`src/hw/rtl/eds_pkg.sv`:
```
// Shared types and codes for the elevator disk request scheduler.
// Used by eds_cell and elevator_disk_request_scheduler; no dependencies.
`timescale 1ns / 1ps
`default_nettype none

package eds_pkg;

    localparam int TABLE_DEPTH_DEF = 16;

    localparam int KEY_W = 42;
    localparam int PAY_W = 27;
    localparam int ORD_W = 8;
    localparam int CYL_W = 10;
    localparam int SEEK_W = 32;

    // command codes
    localparam logic CMD_PUT   = 1'b0;
    localparam logic CMD_SERVE = 1'b1;

    // result status codes
    localparam logic [2:0] ST_ACCEPTED = 3'd0;
    localparam logic [2:0] ST_SERVED   = 3'd1;
    localparam logic [2:0] ST_EMPTY    = 3'd2;
    localparam logic [2:0] ST_DUP      = 3'd3;
    localparam logic [2:0] ST_FULL     = 3'd4;

    // positions of the slot indexes carried beside the token
    localparam int IX_SUCC = 0;
    localparam int IX_PRED = 1;
    localparam int IX_BIG  = 2;
    localparam int IX_FIFO = 3;
    localparam int IX_FREE = 4;
    localparam int IX_N    = 5;

    typedef enum logic [1:0] {
        S_IDLE,
        S_SCAN,
        S_DONE
    } t_state;

    // running search result handed from cell to cell
    typedef struct packed {
        logic             succ_f;
        logic [KEY_W-1:0] succ_key;
        logic             pred_f;
        logic [KEY_W-1:0] pred_key;
        logic             big_f;
        logic [KEY_W-1:0] big_key;
        logic             fifo_f;
        logic [ORD_W-1:0] fifo_age;
        logic             free_f;
        logic             dup;
        logic [CYL_W-1:0] sel_cyl;
        logic [PAY_W-1:0] sel_pay;
    } t_token;

    // values broadcast to every cell
    typedef struct packed {
        logic             mode;
        logic [KEY_W-1:0] ref_key;
        logic [KEY_W-1:0] new_key;
        logic [ORD_W-1:0] ins_cnt;
        logic             wr_en;
        logic [PAY_W-1:0] wr_pay;
        logic             clr_en;
    } t_bcast;

endpackage

`default_nettype wire

```
`src/hw/rtl/eds_cell.sv`:
```
// One table slot of the scheduler plus its stage of the search token chain.
// Depends on eds_pkg.
`timescale 1ns / 1ps
`default_nettype none

module eds_cell #(
    parameter int TABLE_DEPTH = eds_pkg::TABLE_DEPTH_DEF,
    parameter int IDX         = 0,
    localparam int IW         = (TABLE_DEPTH > 1) ? $clog2(TABLE_DEPTH) : 1
) (
    input  wire                                   i_clk,
    input  wire                                   i_rst_n,
    input  eds_pkg::t_bcast                       i_bc,
    input  wire  [IW-1:0]                         i_ref_idx,
    input  wire  [IW-1:0]                         i_wr_idx,
    input  wire  [IW-1:0]                         i_clr_idx,
    input  eds_pkg::t_token                       i_tok,
    input  wire  [eds_pkg::IX_N-1:0][IW-1:0]      i_tix,
    output eds_pkg::t_token                       o_tok,
    output logic [eds_pkg::IX_N-1:0][IW-1:0]      o_tix,
    output logic                                  o_valid
);

    localparam logic [IW-1:0] MY = IW'(IDX);

    logic                        r_valid;
    logic [eds_pkg::KEY_W-1:0]   r_key;
    logic [eds_pkg::PAY_W-1:0]   r_pay;
    logic [eds_pkg::ORD_W-1:0]   r_ord;
    eds_pkg::t_token             r_tok;
    logic [eds_pkg::IX_N-1:0][IW-1:0] r_tix;
    eds_pkg::t_token             n_tok;
    logic [eds_pkg::IX_N-1:0][IW-1:0] n_tix;

    logic                        eq_ref, lt_ref, gt_ref, not_ref;
    logic                        less_js, less_sj;
    logic [eds_pkg::ORD_W-1:0]   age;
    logic                        take_fifo;

    always_comb begin
        eq_ref  = (r_key == i_bc.ref_key);
        lt_ref  = (r_key < i_bc.ref_key);
        gt_ref  = !eq_ref && !lt_ref;
        not_ref = (MY != i_ref_idx);
        less_js = lt_ref || (eq_ref && (MY < i_ref_idx));
        less_sj = gt_ref || (eq_ref && (i_ref_idx < MY));
        age     = i_bc.ins_cnt - r_ord - eds_pkg::ORD_W'(1);
        take_fifo = r_valid && (!i_tok.fifo_f || (age > i_tok.fifo_age));

        n_tok = i_tok;
        n_tix = i_tix;
        if (r_valid && not_ref && less_sj &&
            (!i_tok.succ_f || (r_key < i_tok.succ_key))) begin
            n_tok.succ_f   = 1'b1;
            n_tok.succ_key = r_key;
            n_tix[eds_pkg::IX_SUCC] = MY;
        end
        if (r_valid && not_ref && less_js &&
            (!i_tok.pred_f || (r_key >= i_tok.pred_key))) begin
            n_tok.pred_f   = 1'b1;
            n_tok.pred_key = r_key;
            n_tix[eds_pkg::IX_PRED] = MY;
        end
        if (r_valid && (!i_tok.big_f || (r_key >= i_tok.big_key))) begin
            n_tok.big_f   = 1'b1;
            n_tok.big_key = r_key;
            n_tix[eds_pkg::IX_BIG] = MY;
        end
        if (take_fifo) begin
            n_tok.fifo_f   = 1'b1;
            n_tok.fifo_age = age;
            n_tix[eds_pkg::IX_FIFO] = MY;
        end
        if (!r_valid && !i_tok.free_f) begin
            n_tok.free_f = 1'b1;
            n_tix[eds_pkg::IX_FREE] = MY;
        end
        if (r_valid && (r_key == i_bc.new_key)) begin
            n_tok.dup = 1'b1;
        end
        // served entry: the cursor slot when sweeping, the oldest in arrival order
        if (i_bc.mode ? (r_valid && !not_ref) : take_fifo) begin
            n_tok.sel_cyl = r_key[eds_pkg::KEY_W-1 -: eds_pkg::CYL_W];
            n_tok.sel_pay = r_pay;
        end
    end

    always_ff @(posedge i_clk) begin
        if (!i_rst_n) begin
            r_valid <= 1'b0;
        end else begin
            if (i_bc.wr_en && (i_wr_idx == MY)) begin
                r_valid <= 1'b1;
            end else if (i_bc.clr_en && (i_clr_idx == MY)) begin
                r_valid <= 1'b0;
            end
        end
    end

    always_ff @(posedge i_clk) begin
        if (i_bc.wr_en && (i_wr_idx == MY)) begin
            r_key <= i_bc.new_key;
            r_pay <= i_bc.wr_pay;
            r_ord <= i_bc.ins_cnt;
        end
        r_tok <= n_tok;
        r_tix <= n_tix;
    end

    assign o_tok   = r_tok;
    assign o_tix   = r_tix;
    assign o_valid = r_valid;

endmodule

`default_nettype wire

```
`config.mk`:
```
export PLATFORM = sky130hd
export DESIGN_NAME = eds_cell
export DESIGN_NICKNAME = d
export VERILOG_FILES = /design/src/hw/rtl/eds_pkg.sv /design/src/hw/rtl/eds_cell.sv
export SDC_FILE = /design/constraint.sdc
export NUM_CORES = 1
export LEC_CHECK = 0
export BUFFER_PORTS_ARGS = -buffer_cell sky130_fd_sc_hd__buf_2
export CAP_MARGIN = 10
export CORE_MARGIN = 3
export CORE_UTILIZATION = 30
export CTS_BUF_LIST = sky130_fd_sc_hd__clkbuf_4 sky130_fd_sc_hd__clkbuf_8
export CTS_CLUSTER_DIAMETER = 120
export CTS_CLUSTER_SIZE = 40
export DETAILED_ROUTE_END_ITERATION = 6
export PLACE_DENSITY_LB_ADDON = 0.3
export SLEW_MARGIN = 0
export SYNTH_ARGS = -nofsm -noshare
export SYNTH_HDL_FRONTEND = slang
export SYNTH_SLANG_ARGS = --single-unit
```
`constraint.sdc`:
```
create_clock -name i_clk -period 9.7 [get_ports i_clk]
set_input_delay 0 -clock i_clk [delete_from_list [all_inputs] [get_ports i_clk]]
set_output_delay 0 -clock i_clk [all_outputs]
set_load 0.02 [all_outputs]
```
==> metrics.csv <==
metric,value,unit
Final Max Slew Viols,0,
Mapped Cells,1225,
DIE HEIGHT,223,um
vias in the first global route,13000,
"flops & latches, synth",275,
pwr dens,115,nW/um2
worst path arrival time,4.55,ns
I/O pins,531,
Clock Path Buffers,3,
largest net degree at the start of global routing,49,
VDD IR max,0.0811,mV
Period minus WS final,4.06,ns
drt drc,0,
"commonest cells after routing, fill and taps aside","buf_2, dlygate4sd3_1, dfxtp_1, inv_1, ha_1",
CTS H-tree depth,1,
final wirelength,54900,um
Max Freq,246,MHz
Avg WL per Cell,20.6,um
gr ovfl total,0,
Die Area,49700,um2
TNS Setup,0,ns
initial antenna violation count,20,
"EDFF count, synth",77,
Post-CTS Setup Bufs,0,
clock sink count,275,
Vias,12200,
CTS tree,done,
post-synthesis net count,1741,
Yosys cell types,61,
final hold slack,0.0802,ns
Root Driver,clkbuf_8,
relative slew slack,0.334,
final setup fails,0,
RSZ-0062 raised after global routing,no,
share of cells above drive strength 1,0.363,
multi-input logic area,6910,um2
worst-skew pair later-pin latency,0.61,ns
post-synth design cell area,14100,um2
gr usage total,0.213,
Reg area,6280,um2
post-DR vias/cell,4.58,
Setup crit start kind,register,
"FFs w/ async S/R, synth",0,
Synth Area per Inst,11.5,um2
dpl cells,2343,
worst hold path type,input pin to register,
number of CTS-inserted buffers,13,
Final Hold Fails,0,
starting density of the core,0.308,
Max-cap violations,0,
Placer Congestion,0.909,
WP data required,10.19,ns
Final Cycle Share,0.419,
drt first pass iters,5,
first-pass GRT wire length,80900,um
skew final,0.0644,ns
Yosys warning total,0,
worst slew pin tran,0.996,ns
Final Power,2.37,mW
Worst-path clk slew,0.21,ns
area grow syn2layout,45.9,%
initial drt markers,402,
Fillers,4354,
"non-filler cells, final",2663,
post-synthesis sequential area ratio,0.445,
row count,78,
IO buf count,530,
hpwl dp,42000,um
die width,223,um
final net count,2560,
ANT nets after route,0,
core outline area,45900,um2
kind of critical path,register to register,
CP max FO,28,
status,finished clean,
top_reg_cell synth,dfxtp_1,
Lkg Pwr,10.1,nW
"most common cell after layout, fill and taps aside",buf_2,
Worst Setup End Kind,register,
-- repair_timing --
item                      in CTS  in global routing
hold endpoints to repair     294                  0
resized for setup              0                  0
hold buffers                 286                  0
-- path summary, 6_finish.rpt --
path | slack (ns) | to | depth (start not counted) | from
max | 5.64 | o_tok[108]$_DFF_P_ | 10 | r_key[41]$_DFFE_PP_
min | 0.08 | r_pay[11]$_DFFE_PP_ | 2 | i_bc[12]
max reg2reg | 5.64 | o_tok[108]$_DFF_P_ | 10 | r_key[41]$_DFFE_PP_
min reg2reg | 0.50 | o_tok[24]$_DFF_P_ | 1 | r_pay[24]$_DFFE_PP_
-- stage by stage --
step | utilization | worst slack (ns) | area (um2)
after global routing | 0.448 | 5.37 | 20600
after global placement | 0.379 | 5.51 | 17400
after detailed placement | 0.379 | 5.48 | 17400
after floorplan | - | 6.18 | 14100
after CTS | 0.448 | 5.51 | 20500
final | 0.449 | 5.64 | 20600
-- registers in the layout, summed over array words and instances (netlist names) --
signal and count:
r_pay 27, r_key 42, o_valid 1, o_tix 20, o_tok 177, r_ord 8
-- layout make-up --
cell class,instances,area share
diodes,13,0.00158
clock buffers,14,0.00906
clock inverters,7,0.00553
inverters,197,0.0359
multi-input cells,734,0.336
flip-flops and latches,275,0.305
well taps,600,0.0365
repair buffers,823,0.271
-- routing by layer --
| metal | wire (um) | share of wire | vias to the layer above | GRT usage |
|---|---|---|---|---|
| li1 | - | - | 5934 | - |
| met1 | 24400 | 0.44 | 5813 | 0.275 |
| met2 | 26600 | 0.48 | 345 | 0.365 |
| met3 | 2820 | 0.051 | 76 | 0.0410 |
| met4 | 1020 | 0.018 | 16 | 0.0523 |
| met5 | 106 | 0.0019 | - | 0 |
-- power by group --
part           switching, mW  internal (mW)  leakage, nW  total (mW)
Clock                  0.413          0.179        0.153       0.592
Sequential            0.0273           1.23         2.37        1.26
Combinational          0.253          0.267         7.56       0.520
-- critical path, stage by stage (launching register included) --
cell	delay, ns
edfxtp_1	0.74
ha_1	0.46
nand4_2	0.17
nor4_2	0.35
and3_2	0.26
o311a_1	0.16
nor4_1	0.05
a22oi_2	0.26
a211o_2	0.59
buf_4	0.56
mux2_4	0.34
-- cells in the mapped netlist, types with 4 or more instances --
library cell | count | area share
mux2_4 | 72 | 0.077
dfxtp_1 | 198 | 0.28
nand2b_1 | 4 | 0.0018
a211oi_1 | 9 | 0.0048
buf_6 | 9 | 0.0072
xnor2_1 | 48 | 0.030
o21ai_0 | 20 | 0.0071
nand4_1 | 43 | 0.019
edfxtp_1 | 77 | 0.16
nand3_1 | 15 | 0.0053
nand2_1 | 37 | 0.0098
inv_1 | 197 | 0.052
a21o_1 | 19 | 0.010
mux2_2 | 96 | 0.077
ha_1 | 182 | 0.16
and2_1 | 10 | 0.0044
buf_12 | 4 | 0.0057
nor4_1 | 7 | 0.0031
a21oi_1 | 70 | 0.025
o21bai_1 | 4 | 0.0021
nor2_1 | 23 | 0.0061
nor2b_1 | 15 | 0.0067
nor3_1 | 10 | 0.0035
-- cell families (layout without fill, tap and decap cells) --
group	after synthesis	after routing	share of synthesized area
flip-flops	275	275	0.445
buffers and inverters	216	1041	0.0674
adder cells (fa/ha/maj)	183	183	0.163
AND/OR/NAND/NOR	177	177	0.0682
multiplexers	171	171	0.156
AO/OA/AOI/OAI	154	154	0.0705
XOR/XNOR	49	49	0.0304
other	0	13	0
(Power assumes the default switching activity.)
